### config.mk
export PLATFORM = sky130hd
export DESIGN_NAME = lpht_mod
export DESIGN_NICKNAME = d
export VERILOG_FILES = /design/src/rtl/lpht_pkg.sv /design/src/rtl/lpht_mod.sv
export SDC_FILE = /design/constraint.sdc
export NUM_CORES = 1
export LEC_CHECK = 0
export BUFFER_PORTS_ARGS = -buffer_cell sky130_fd_sc_hd__buf_4
export CAP_MARGIN = 20
export CORE_MARGIN = 1
export CORE_UTILIZATION = 41
export DETAILED_ROUTE_END_ITERATION = 10
export HOLD_SLACK_MARGIN = 0.06
export PLACE_DENSITY = 0.7
export SKIP_LAST_GASP = 1
export SYNTH_ARGS = -nofsm -noshare
export SYNTH_HDL_FRONTEND = slang
export SYNTH_SLANG_ARGS = --single-unit
export TNS_END_PERCENT = 5
### constraint.sdc
create_clock -name clk -period 2.6 [get_ports clk]
set_clock_uncertainty 0.2 [all_clocks]
set_input_delay 0.26 -clock clk [delete_from_list [all_inputs] [get_ports clk]]
set_output_delay 0.26 -clock clk [all_outputs]
set_load 0.02 [all_outputs]
### src/rtl/lpht_pkg.sv
package lpht_pkg;

	localparam int CAPACITY      = 1024;
	localparam int PAYLOAD_WIDTH = 32;
	localparam int IDX_W         = $clog2(CAPACITY);
	localparam int SIZE_W        = IDX_W + 1;
	localparam int KEY_W         = 32;
	localparam int CNT_W         = 31;

	localparam logic [1:0] MODE_INSERT = 2'd0;
	localparam logic [1:0] MODE_FIND   = 2'd1;
	localparam logic [1:0] MODE_DELETE = 2'd2;
	localparam logic [1:0] MODE_KICK   = 2'd3;

	localparam logic [1:0] ST_OK       = 2'd0;
	localparam logic [1:0] ST_NULL     = 2'd1;
	localparam logic [1:0] ST_FULL     = 2'd2;
	localparam logic [1:0] ST_NOTFOUND = 2'd3;

	localparam logic [1:0] REG_TABLE_SIZE = 2'd0;
	localparam logic [1:0] REG_NULL_KEY   = 2'd1;
	localparam logic [1:0] REG_LRU_ENABLE = 2'd2;

	localparam logic [CNT_W-1:0] CNT_MAX = {CNT_W{1'b1}};

	typedef struct packed {
		logic [1:0]               mode;
		logic signed [KEY_W-1:0]  key;
		logic [PAYLOAD_WIDTH-1:0] payload;
	} req_t;

	typedef struct packed {
		logic [1:0]               status;
		logic [PAYLOAD_WIDTH-1:0] found_payload;
		logic [9:0]               slot_index;
		logic [10:0]              entry_count;
	} rsp_t;

	typedef struct packed {
		logic [1:0]  index;
		logic [31:0] data;
	} cfg_t;

endpackage

### src/rtl/lpht_mod.sv
// Iterative remainder: one quotient bit per cycle, restoring.
module lpht_mod (
	input  logic                       clk,
	input  logic                       arst_n,
	input  logic                       start,
	input  logic [31:0]                dividend,
	input  logic [lpht_pkg::SIZE_W-1:0] divisor,
	output logic                       done,
	output logic [lpht_pkg::IDX_W-1:0]  rem
);
	import lpht_pkg::*;

	logic [5:0]        cnt_q;
	logic              busy_q;
	logic [31:0]       dvd_q;
	logic [SIZE_W:0]   rem_q;
	logic [SIZE_W:0]   trial;

	assign trial = {rem_q[SIZE_W-1:0], dvd_q[31]};

	always_ff @(posedge clk or negedge arst_n) begin
		if (!arst_n) begin
			busy_q <= 1'b0;
			cnt_q  <= '0;
			done   <= 1'b0;
		end else begin
			done <= 1'b0;
			if (start) begin
				busy_q <= 1'b1;
				cnt_q  <= 6'd32;
			end else if (busy_q) begin
				cnt_q <= cnt_q - 6'd1;
				if (cnt_q == 6'd1) begin
					busy_q <= 1'b0;
					done   <= 1'b1;
				end
			end
		end
	end

	always_ff @(posedge clk) begin
		if (start) begin
			dvd_q <= dividend;
			rem_q <= '0;
		end else if (busy_q) begin
			dvd_q <= {dvd_q[30:0], 1'b0};
			if (trial >= {1'b0, divisor}) rem_q <= trial - {1'b0, divisor};
			else rem_q <= trial;
		end
	end

	assign rem = rem_q[IDX_W-1:0];
endmodule
## Word level (Yosys, flattened, before mapping)

Index checks and enable logic that the tools add are counted.

- Register bits: 51
- Input bits: 46
- Logic and storage cells: 21

- Add/sub/neg operators: 2
- Magnitude comparators: 1
- Eq/ne operators: 1
- Muxes and demuxes: 11
- Reduce and logical (&&, ||, !) cells: 1

Operators by type and width:

| kind | number |
|---|---|
| $mux W32 | 2 |
| $ge A12 B11 Y1 | 1 |
| $mux W6 | 2 |
| $mux W11 | 1 |
| $sub A11 B11 Y11 | 1 |
| $eq A6 B1 Y1 const B | 1 |
| $mux W1 | 6 |
| $sub A6 B1 Y6 const B | 1 |
| $reduce_bool A2 Y1 | 1 |

## Logic depth before layout (Yosys ltp)

Gate-level depths: netlist of the first run.

- Word-level depth: 4
- Gate-level depth with buffers: 11

## Worst setup path after synthesis of the first run

OpenSTA, ideal clock, no wires.

- Kind: reg-to-reg
- Start point: register dvd_q[31]
- End point: register rem_q[4]
- Library setup time: 88 ps
- Arrival: 2,262 ps
- Required time: 2,312 ps
- Slack: 50 ps
- Cell stages (with the launch flop): 11
- Path buffers: 1
- Period minus slack after synthesis: 2,550 ps
- Path through: edfxtp_1 > inv_1 > ha_1 > fa_1 > nand2b_1 > a21oi_2 > a41oi_1 > o211a_1 > buf_6 > or3_1 > a311oi_2

- Cells in the longest elaborated chain, start to end: 2

Ends and longest elaborated chain:

| item | RTL line | text |
|---|---|---|
| start, declared | lpht_mod.sv:15 | `logic [31:0] dvd_q;` |
| start signal, assigned | lpht_mod.sv:43 | `dvd_q <= dividend;` |
| start signal, assigned | lpht_mod.sv:46 | `dvd_q <= {dvd_q[30:0], 1'b0};` |
| $sub A11 B11 Y11 or $ge A12 B11 Y1 (tied branches) | lpht_mod.sv:47 | `if (trial >= {1'b0, divisor}) rem_q <= trial - {1'b0, divisor};` |
| $mux W11 (*) | lpht_mod.sv:47 |  |
| end signal, assigned | lpht_mod.sv:47 |  |
| end signal, assigned | lpht_mod.sv:48 | `else rem_q <= trial;` |
| end, declared | lpht_mod.sv:16 | `logic [SIZE_W:0] rem_q;` |

Every way passes the cells marked *; elsewhere a longest branch is shown, timed or not.
A chain may end at the register's enable or synchronous reset.

## Worst setup path in the final report of the first run

- Start point: register dvd_q[31]
- End point: register rem_q[10]

The elaborated chain is that of the path after synthesis.

==> metrics.csv, run 1 <==
stage;metric;value;unit
status;status;finished, final reports clean;
sta;achievable frequency;392.0;MHz
global_route;largest net degree at the start of global routing;33;
placement;port buffer count;56;
sta;max_slew headroom;63.28;%
synthesis;largest cells by area after synthesis;edfxtp_1, mux2_2, dfxtp_1, dfrtp_1, ha_1;
global_route;first-pass GRT wire length;9653;um
detailed_routing;drt drc;0;
synthesis;number of synthesized flops with an enable pin;32;
floorplan;Starting Density;42.52;%
job;max-cap violation count;0;
synthesis;ys flop type;edfxtp_1;
synthesis;Seq cells post-synth;51;
clocking;H-tree Lvls;2;
final_layout;FILL cells;605;
synthesis;syn nets;318;
floorplan;Die W;85.94;um
clocking;latest clock arrival within the worst-skew pair;0.30;ns
floorplan;floorplan die height;85.94;um
global_route;GRT Residual Overflow;0;
synthesis;Mapped Avg Cell Area;11.20;um^2
synthesis;Synth Instances;258;
clocking;Clock Path Buffers;2;
clocking;cts bufs inserted;5;
detailed_routing;Iter 0 DRT Violations;122;
placement;DP HPWL;3965;um
synthesis;synth cell count leaders;edfxtp_1, mux2_2, nor2_1;
setup_path;critical path data arrival time;2.57;ns
placement;placed insts;396;
detailed_routing;Pre-antenna DRT Iters;4;
final_layout;fin cells;429;
sta;Slew @ Worst Pin;0.5432;ns
setup_path;critical path class;reg -> reg;
sta;final worst path period need;2.551;ns
synthesis;ys async rst share;15.69;%
placement;GPL Wtd Cong;0.7957;
sta;Final Max Tran Viols;0;
power_and_ir_drop;Cell Pwr Density;819.8;mW/mm^2
power_and_ir_drop;leakage power;1.629;nW
placement;placed inst area;0.003359;mm^2
final_layout;fin area;0.003764;mm^2
sta;post-route setup slack;0.04866;ns
synthesis;Syn. warnings;0;
detailed_routing;post-route ant nets;0;
synthesis;biggest area consumer among synthesized cells;edfxtp_1;
clocking;Sink Count;51;
global_route;GRT Util Overall;16.78;%
final_layout;area of the multi-input gates;0.001349;mm^2
setup_path;critical path endpoint category;flop;
floorplan;die area;0.007386;mm^2
final_layout;share of post-route cells with drive strength above 1;35.14;%
detailed_routing;routed via count;2168;
clocking;CTS tree;yes;
detailed_routing;vias per cell;5.054;
clocking;CTS root buffer;clkbuf_8;
power_and_ir_drop;Peak supply drop;365.0;uV
power_and_ir_drop;total power;3.085;mW
final_layout;Reg area;0.001381;mm^2
global_route;initial antenna violation count;0;
synthesis;Yosys top cell area share;33.26;%
sta;unrepaired setup endpoints after global routing;true;
final_layout;# diodes;0;
sta;Setup Viol. Count Final;0;
floorplan;io pins;57;
final_layout;Layout area overhead;30.27;%
clocking;Reg clk slew, reported paths;0.10;ns
floorplan;# rows;30;
worst_hold_path;HP Class;in -> reg;
sta;hold slack;0.06649;ns
placement;pre-CTS setup slack;0.008500;ns
global_route;vias in the first global route;2071;
synthesis;sequential share of the synthesized area;47.81;%
detailed_routing;WL final;5953;um
synthesis;most common cell in the synthesized netlist;edfxtp_1;
synthesis;mapped cell area;0.002889;mm^2
floorplan;Core Area;0.006794;mm^2
sta;Final Hold Viols;0;
setup_path;CP max FO;6;
synthesis;Yosys cell types;55;
detailed_routing;Routed WL per cell;13.88;um
setup_path;Worst Path Required;2.61;ns
setup_path;CP Launch Type;flop;
final_layout;Final nets;392;
sta;final period utilization;98.13;%
## cell type report
class	instances	share of cell area (%)
clock inverters	3	1.130
well taps	96	3.191
clock buffers	5	1.828
flip-flops and latches	51	36.70
multi-input cells	166	35.84
repair buffers	90	19.51
inverters	18	1.795
## layer usage
| metal | part of all wire, % | routed length (um) | global-route usage, % |
|---|---|---|---|
| met5 | 0 | 0 | 0 |
| met4 | 0.97 | 58 | 4.394 |
| met3 | 2.6 | 152 | 2.599 |
| met2 | 51 | 3064 | 28.28 |
| met1 | 45 | 2677 | 22.56 |
## sequential cells by signal (all words and copies together), names as in the netlist
signal and count:
dvd_q 32, rem_q 11, cnt_q 6, busy_q 1, done 1
## where the power goes
group	switching, mW	internal [mW]	total, mW	leakage [nW]
Clock	0.270	0.287	0.558	0.0562
Combinational	0.690	0.675	1.37	1.04
Sequential	0.116	1.05	1.16	0.527
Total	1.08	2.01	3.09	1.63
## worst paths after layout
path	start	cells after the start	slack, ns	to
setup / recovery	dvd_q[31]	10	0.05	rem_q[10]
hold / removal	dividend[9]	2	0.07	dvd_q[9]
setup reg to reg	dvd_q[31]	10	0.05	rem_q[10]
hold reg to reg	rem_q[10]	2	0.29	rem_q[10]
max in group asynchronous	arst_n	2	1.96	cnt_q[0]
min in group asynchronous	arst_n	2	0.11	cnt_q[4]
## layout by cell type, fill, tap and decap left out, types with 2 or more instances in the layout
master / instances
buf_4: 65
edfxtp_1: 32
mux2_2: 31
nor2_1: 29
dlygate4sd3_1: 23
inv_1: 17
ha_1: 12
dfxtp_1: 11
nand2_1: 10
dfrtp_1: 8
a211oi_1: 7
mux2i_1: 7
xnor2_1: 6
a21oi_1: 6
nor3_1: 5
clkbuf_8: 5
nand3_1: 4
nor2b_1: 4
a311oi_1: 4
and2_1: 2
xor2_1: 2
o31a_1: 2
a21oi_2: 2
a31o_1: 2
or4_1: 2
## worst max-delay path: stages, from the launching register on
cell,delay [ns]
edfxtp_1,0.38
inv_2,0.06
ha_4,0.16
fa_2,0.39
nand2b_4,0.16
a21oi_2,0.17
a41oi_2,0.05
o211a_4,0.30
buf_6,0.14
a211o_1,0.22
a311oi_1,0.24
## per-stage QoR
step	util (%)	TNS (ns)
floorplan	-	0
global placement	49.45	0
detailed placement	49.45	0
CTS	54.18	0
global route	55.40	-0.08366
finish	55.40	0
## kinds of logic after synthesis
kind of cell | count (synthesis) | synth area share [%]
simple gates | 69 | 12.04
flops | 51 | 47.81
buf+inv | 41 | 7.102
mux | 38 | 14.51
compound gates | 37 | 9.788
fa+ha+maj | 14 | 6.323
xor+xnor | 8 | 2.425
## what timing repair did
| action | 4_1_cts | 5_1_grt |
|---|---|---|
| gates cloned | 0 | 1 |
| pin swaps | 1 | 5 |
| resized for setup | 0 | 10 |
| endpoints found under the setup margin | 2 | 9 |
| endpoints found under the hold margin | 28 | 2 |
| hold buffers | 21 | 2 |
| buffers inserted | 0 | 1 |
Power figures use the tool's default switching activity.
==> run 2: changes to the inputs <==
--- a/config.mk
+++ b/config.mk
@@ -11,7 +11,7 @@
 export CORE_UTILIZATION = 41
 export DETAILED_ROUTE_END_ITERATION = 10
 export HOLD_SLACK_MARGIN = 0.06
-export PLACE_DENSITY = 0.7
+export PLACE_DENSITY = 0.67
 export SKIP_LAST_GASP = 1
 export SYNTH_ARGS = -nofsm -noshare
 export SYNTH_HDL_FRONTEND = slang
==> constraint.sdc (replaced) <==
create_clock -name clk -period 2.7 [get_ports clk]
set_clock_uncertainty 0.2 [all_clocks]
set_input_delay 0.27 -clock clk [delete_from_list [all_inputs] [get_ports clk]]
set_output_delay 0.27 -clock clk [all_outputs]
set_load 0.02 [all_outputs]
==> run 2 against run 1 <==
Net effect:
- fmax grew 0.19%
- wire length fell by 3.9%
- clock power is 20% lower
- hold slack better by 0.0035 ns
- first-iteration DRC count shrank 4.9%
- sequential power about the same
- non-clock buffer count stayed put
- core utilization shrank 0.63 points
- cell count is the same
- register-to-register slack better by 0.10 ns
- global-route usage shrank 0.54 points
==> metrics.csv, run 2 (synthesis gave the netlist of run 1 again) <==
stage;metric;value;unit;change
clocking;H-tree Lvls;2;;unchanged
job;max-cap violation count;0;;unchanged
power_and_ir_drop;Cell Int Power;1.814;mW;was 2.009 mW
final_layout;area of the multi-input gates;0.001319;mm^2;was 0.001349 mm^2
global_route;GR Layer Usage met2;26.62;%;was 28.28%
power_and_ir_drop;Peak supply drop;314.7;uV;was 365.0 uV
floorplan;Starting Density;42.52;%;unchanged
placement;DP HPWL;3889;um;was 3965 um
setup_path;critical path class;reg -> reg;;unchanged
sta;final worst path period need;2.547;ns;was 2.551 ns
power_and_ir_drop;P_sw;0.9968;mW;was 1.076 mW
detailed_routing;Iter 0 DRT Violations;116;;was 122
setup_path;family with the most delay on the worst path;simple AND/OR/NAND/NOR gates;;was compound AO/OA/AOI/OAI gates
sta;unrepaired setup endpoints after global routing;false;;was true
detailed_routing;Routed WL per cell;13.33;um;was 13.88 um
sta;setup tns final;0;ns;unchanged
clocking;Clock Path Buffers;2;;unchanged
sta;post-route setup slack;0.1535;ns;was 0.04866 ns
global_route;GRT met3 Usage;2.406;%;was 2.599%
detailed_routing;WL final;5718;um;was 5953 um
floorplan;floorplan die height;85.94;um;unchanged
detailed_routing;routed via count;2113;;was 2168
floorplan;# rows;30;;unchanged
setup_path;critical path, cell by cell;inv_1 > ha_1 > fa_2 > nand2b_4 > a21oi_2 > a41oi_1 > o211a_1 > buf_4 > or4b_1 > o311ai_1;;was inv_2 > ha_4 > fa_2 > nand2b_4 > a21oi_2 > a41oi_2 > o211a_4 > buf_6 > a211o_1 > a311oi_1
global_route;first-pass GRT wire length;9328;um;was 9653 um
clocking;latest clock arrival within the worst-skew pair;0.31;ns;was 0.30 ns
sta;Setup Viol. Count Final;0;;unchanged
worst_hold_path;HP Class;in -> reg;;unchanged
setup_path;critical path endpoint category;flop;;unchanged
power_and_ir_drop;sequential power share;40.3;%;was 37.7%
placement;pre-CTS setup slack;0.07138;ns;was 0.008500 ns
clocking;Sink Count;51;;unchanged
sta;Final Hold Viols;0;;unchanged
power_and_ir_drop;combinational share of power;43.7;%;was 44.3%
placement;GPL Wtd Cong;0.8104;;was 0.7957
global_route;GRT Util Overall;16.25;%;was 16.78%
floorplan;io pins;57;;unchanged
setup_path;critical path data arrival time;2.57;ns;about the same
detailed_routing;post-route ant nets;0;;unchanged
final_layout;FILL cells;601;;was 605
detailed_routing;drt drc;0;;unchanged
setup_path;CP max FO;3;;was 6
global_route;vias in the first global route;1975;;was 2071
detailed_routing;vias per cell;4.925;;was 5.054
clocking;CTS tree;yes;;unchanged
sta;final period utilization;94.32;%;was 98.13%
global_route;largest net degree at the start of global routing;54;;was 33
setup_path;Worst Path Required;2.72;ns;was 2.61 ns
final_layout;most frequent cells in the layout;buf_4, edfxtp_1, mux2_2;;unchanged
power_and_ir_drop;leakage power;1.612;nW;was 1.629 nW
global_route;initial antenna violation count;0;;unchanged
detailed_routing;Pre-antenna DRT Iters;4;;unchanged
floorplan;Core Area;0.006794;mm^2;unchanged
final_layout;Reg area;0.001381;mm^2;unchanged
floorplan;die area;0.007386;mm^2;unchanged
floorplan;Die W;85.94;um;unchanged
sta;achievable frequency;392.7;MHz;was 392.0 MHz
power_and_ir_drop;Clk network pwr share;16.0;%;was 18.1%
setup_path;CP Launch Type;flop;;unchanged
final_layout;Largest register FFs;32;;unchanged
final_layout;Final nets;392;;unchanged
power_and_ir_drop;Cell Pwr Density;755.3;mW/mm^2;was 819.8 mW/mm^2
global_route;GRT Residual Overflow;0;;unchanged
power_and_ir_drop;total power;2.810;mW;was 3.085 mW
setup_path;Critical Path Max Stage Delay;0.46;ns;was 0.39 ns
sta;max_slew headroom;58.80;%;was 63.28%
final_layout;top flop regs;dvd_q (32), rem_q (11), cnt_q (6);;unchanged
clocking;Reg clk slew, reported paths;0.10;ns;about the same
setup_path;WP buf/inv;2;;unchanged
sta;Final Max Tran Viols;0;;unchanged
final_layout;# diodes;0;;unchanged
status;status;finished, final reports clean;;unchanged
placement;port buffer count;56;;unchanged
final_layout;commonest non-fill, non-tap cell in the layout;buf_4;;unchanged
clocking;CTS root buffer;clkbuf_8;;unchanged
clocking;cts bufs inserted;5;;unchanged
final_layout;share of post-route cells with drive strength above 1;33.03;%;was 35.14%
global_route;GR peak layer;met2;;unchanged
final_layout;Largest Register;dvd_q;;unchanged
sta;Slew @ Worst Pin;0.6180;ns;was 0.5432 ns
final_layout;Layout area overhead;28.80;%;was 30.27%
global_route;met1 Usage GRT;21.87;%;was 22.56%
setup_path;slowest CP cell;or4b_1;;was fa_2
power_and_ir_drop;Switching Share;35.47;%;was 34.88%
## run 2: metal layers
metal	part of all wire, %	routed length (um)
met5	0	0
met4	1.3	73
met3	2.6	147
met2	50	2840
met1	46	2656
## run 2: path summary, 6_finish.rpt
check	from	to	slack, ns	depth (start not counted)
worst max-delay path	dvd_q[31]	rem_q[1]	0.15	10
worst min-delay path	dividend[22]	dvd_q[22]	0.07	2
worst max register to register	dvd_q[31]	rem_q[1]	0.15	10
worst min register to register	rem_q[10]	rem_q[10]	0.30	2
max in group asynchronous	arst_n	cnt_q[2]	2.07	2
min in group asynchronous	arst_n	cnt_q[5]	0.11	2
## run 2: cell type report
cell class	count	share of cell area, %
sequential	51	37.12
clock buffer	5	1.849
inverter	18	1.816
timing repair buffer	90	19.91
multi-input combinational	166	35.44
clock inverter	3	0.6389
tap	96	3.228
## run 2: timing repair
| item | 4_1_cts | 5_1_grt |
|---|---|---|
| buffers inserted | 0 | 2 |
| endpoints found under the setup margin | 0 | 5 |
| endpoints found under the hold margin | 33 | 0 |
| gates resized for setup | 0 | 3 |
| hold buffers | 26 | 0 |
## run 2: per-stage QoR
stage | cells | utilization, % | hold WS, ns | area [um^2]
floorplan | 258 | - | -0.2256 | 2889
global placement | 393 | 49.12 | -0.1051 | 3337
detailed placement | 393 | 49.12 | -0.1045 | 3337
finish | 429 | 54.77 | 0.06994 | 3721
CTS | 427 | 54.31 | 0.06447 | 3690
global route | 429 | 54.77 | 0.06567 | 3721
## run 2: power by group through the flow
stage	Clock (mW)	Combinational, mW	Sequential [mW]
after floorplan	0	0.949	1.10
after global placement	0	1.15	1.15
after detailed placement	0	1.16	1.15
after CTS	0.471	1.20	1.14
after global routing	0.499	1.36	1.16
final	0.449	1.23	1.13
==> run 3: changes to the inputs <==
--- a/config.mk
+++ b/config.mk
@@ -11,6 +11,7 @@
 export CORE_UTILIZATION = 41
 export DETAILED_ROUTE_END_ITERATION = 10
 export HOLD_SLACK_MARGIN = 0.06
+export MAX_ROUTING_LAYER = met4
 export PLACE_DENSITY = 0.67
 export SKIP_LAST_GASP = 1
 export SYNTH_ARGS = -nofsm -noshare
==> run 3 against run 2 <==
Net effect:
- sequential share of layout area unchanged
- clock power about the same
- sequential power about the same
- first-iteration DRC count unchanged
- power about the same
- final area unchanged
- setup slack about the same
- register-to-register slack about the same
- fmax about the same
- core utilization unchanged
- wire length about the same
- cell count unchanged
- critical endpoint unchanged
==> metrics.csv, run 3 (synthesis gave the netlist of run 1 again) <==
stage;metric;value;unit;change
clocking;latest clock arrival within the worst-skew pair;0.31;ns;about the same
placement;placed insts;393;;unchanged
global_route;first-pass GRT wire length;9328;um;unchanged
final_layout;utilization after layout;54.77;%;unchanged
power_and_ir_drop;Clk network pwr share;16.0;%;about the same
setup_path;CP max FO;3;;unchanged
setup_path;slowest CP cell;or4b_1;;unchanged
power_and_ir_drop;Switching Share;35.49;%;was 35.47%
setup_path;Critical Path Max Stage Delay;0.46;ns;about the same
power_and_ir_drop;total power;2.811;mW;was 2.810 mW
final_layout;Largest Register;dvd_q;;unchanged
power_and_ir_drop;P_sw;0.9978;mW;was 0.9968 mW
worst_hold_path;HP Class;in -> reg;;unchanged
placement;DP HPWL;3889;um;unchanged
clocking;cts bufs inserted;5;;unchanged
setup_path;critical path endpoint category;flop;;unchanged
setup_path;CP Launch Type;flop;;unchanged
floorplan;io pins;57;;unchanged
sta;Final Max Tran Viols;0;;unchanged
sta;final period utilization;94.31;%;was 94.32%
job;max-cap violation count;0;;unchanged
clocking;CTS root buffer;clkbuf_8;;unchanged
worst_hold_path;hold_sp;dividend[22];;unchanged
floorplan;Die W;85.94;um;unchanged
detailed_routing;drt drc;0;;unchanged
sta;achievable frequency;392.7;MHz;about the same
placement;GPL Wtd Cong;0.8223;;was 0.8104
detailed_routing;routed via count;2111;;was 2113
final_layout;share of post-route cells with drive strength above 1;33.03;%;unchanged
final_layout;FILL cells;601;;unchanged
final_layout;most frequent cells in the layout;buf_4, edfxtp_1, mux2_2;;unchanged
clocking;CTS tree;yes;;unchanged
power_and_ir_drop;Cell Int Power;1.814;mW;about the same
final_layout;Final nets;392;;unchanged
clocking;Reg clk slew, reported paths;0.10;ns;about the same
detailed_routing;Routed WL per cell;13.34;um;was 13.33 um
clocking;Sink Count;51;;unchanged
global_route;GRT Residual Overflow;0;;unchanged
global_route;largest net degree at the start of global routing;54;;unchanged
final_layout;commonest non-fill, non-tap cell in the layout;buf_4;;unchanged
sta;unrepaired setup endpoints after global routing;false;;unchanged
final_layout;Layout area overhead;28.80;%;unchanged
power_and_ir_drop;Cell Pwr Density;755.5;mW/mm^2;was 755.3 mW/mm^2
detailed_routing;Pre-antenna DRT Iters;4;;unchanged
sta;setup tns final;0;ns;unchanged
setup_path;Worst Path Required;2.72;ns;about the same
clocking;Clock Path Buffers;2;;unchanged
worst_hold_path;WHS Endpoint;dvd_q[22];;unchanged
setup_path;critical path data arrival time;2.57;ns;about the same
floorplan;Core Area;0.006794;mm^2;unchanged
setup_path;reg2reg setup slack;0.15;ns;about the same
sta;Slew @ Worst Pin;0.6161;ns;was 0.6180 ns
setup_path;R2R Path Start;dvd_q[31];;unchanged
power_and_ir_drop;leakage power;1.612;nW;unchanged
detailed_routing;vias per cell;4.921;;was 4.925
placement;pre-CTS setup slack;0.07138;ns;unchanged
setup_path;critical path, cell by cell;inv_1 > ha_1 > fa_2 > nand2b_4 > a21oi_2 > a41oi_1 > o211a_1 > buf_4 > or4b_1 > o311ai_1;;unchanged
sta;post-route setup slack;0.1535;ns;about the same
detailed_routing;post-route ant nets;0;;unchanged
detailed_routing;WL final;5722;um;was 5718 um
sta;Final Hold Viols;0;;unchanged
floorplan;# rows;30;;unchanged
setup_path;family with the most delay on the worst path;simple AND/OR/NAND/NOR gates;;unchanged
floorplan;Starting Density;42.52;%;unchanged
floorplan;die area;0.007386;mm^2;unchanged
setup_path;WP buf/inv;2;;unchanged
status;status;finished, final reports clean;;unchanged
sta;max_slew headroom;58.92;%;was 58.80%
setup_path;FF-to-FF path depth;10;;unchanged
power_and_ir_drop;sequential power share;40.3;%;about the same
sta;Setup Viol. Count Final;0;;unchanged
placement;port buffer count;56;;unchanged
detailed_routing;Iter 0 DRT Violations;116;;unchanged
final_layout;# diodes;0;;unchanged
clocking;H-tree Lvls;2;;unchanged
final_layout;Largest register FFs;32;;unchanged
sta;final worst path period need;2.546;ns;was 2.547 ns
setup_path;critical path class;reg -> reg;;unchanged
power_and_ir_drop;Peak supply drop;314.6;uV;was 314.7 uV
global_route;vias in the first global route;1974;;was 1975
final_layout;fin cells;429;;unchanged
global_route;GRT Util Overall;16.74;%;was 16.25%
setup_path;worst reg2reg endpoint;rem_q[1];;unchanged
floorplan;floorplan die height;85.94;um;unchanged
worst_hold_path;Hold Crit Depth;2;;unchanged
global_route;initial antenna violation count;0;;unchanged
final_layout;top flop regs;dvd_q (32), rem_q (11), cnt_q (6);;unchanged
power_and_ir_drop;combinational share of power;43.6;%;was 43.7%
run 3: repair_timing:
item | 4_1_cts | 5_1_grt
buffers inserted | 0 | 2
resized for setup | 0 | 3
endpoints found under the hold margin | 33 | 0
endpoints found under the setup margin | 0 | 5
hold buffers | 26 | 0
run 3: routing by layer:
metal	GRT usage [%]	share of wire (%)	up-vias
li1	-	-	1070
met1	21.81	47	992
met2	26.77	49	40
met3	2.310	2.7	9
met4	5.909	1.3	0
met5	-	0	-
run 3: worst max path at each step:
| stage | startpoint | to | slack, ns | cells past startpoint |
|---|---|---|---|---|
| floorplan | dvd_q[31] | rem_q[4] | 0.15 | 10 |
| global placement | divisor[0] | rem_q[10] | 0.13 | 10 |
| detailed placement | divisor[0] | rem_q[7] | 0.07 | 10 |
| CTS | dvd_q[31] | rem_q[10] | 0.07 | 10 |
| global route | dvd_q[31] | rem_q[1] | 0.04 | 10 |
| finish | dvd_q[31] | rem_q[1] | 0.15 | 10 |
run 3: area by class of cell:
class                      instances  area [um^2]  area share, %
multi-input combinational        166         1319          35.44
sequential                        51         1381          37.12
tap                               96        120.1          3.228
inverter                          18        67.56          1.816
timing repair buffer              90        740.7          19.91
clock inverter                     3        23.77         0.6389
clock buffer                       5        68.82          1.849
run 3: power groups by stage:
| stage | clock network [mW] | registers [mW] | logic, mW |
|---|---|---|---|
| after floorplan | 0 | 1.10 | 0.949 |
| after global placement | 0 | 1.15 | 1.15 |
| after detailed placement | 0 | 1.15 | 1.16 |
| after CTS | 0.471 | 1.14 | 1.20 |
| after global routing | 0.499 | 1.16 | 1.36 |
| final | 0.450 | 1.13 | 1.23 |
run 3: per-stage QoR:
stage          hold WS (ns)  cell area [um^2]
2_1_floorplan       -0.2256              2889
3_3_place_gp        -0.1051              3337
3_5_place_dp        -0.1045              3337
4_1_cts             0.06447              3690
5_1_grt             0.06567              3721
6_report            0.06825              3721
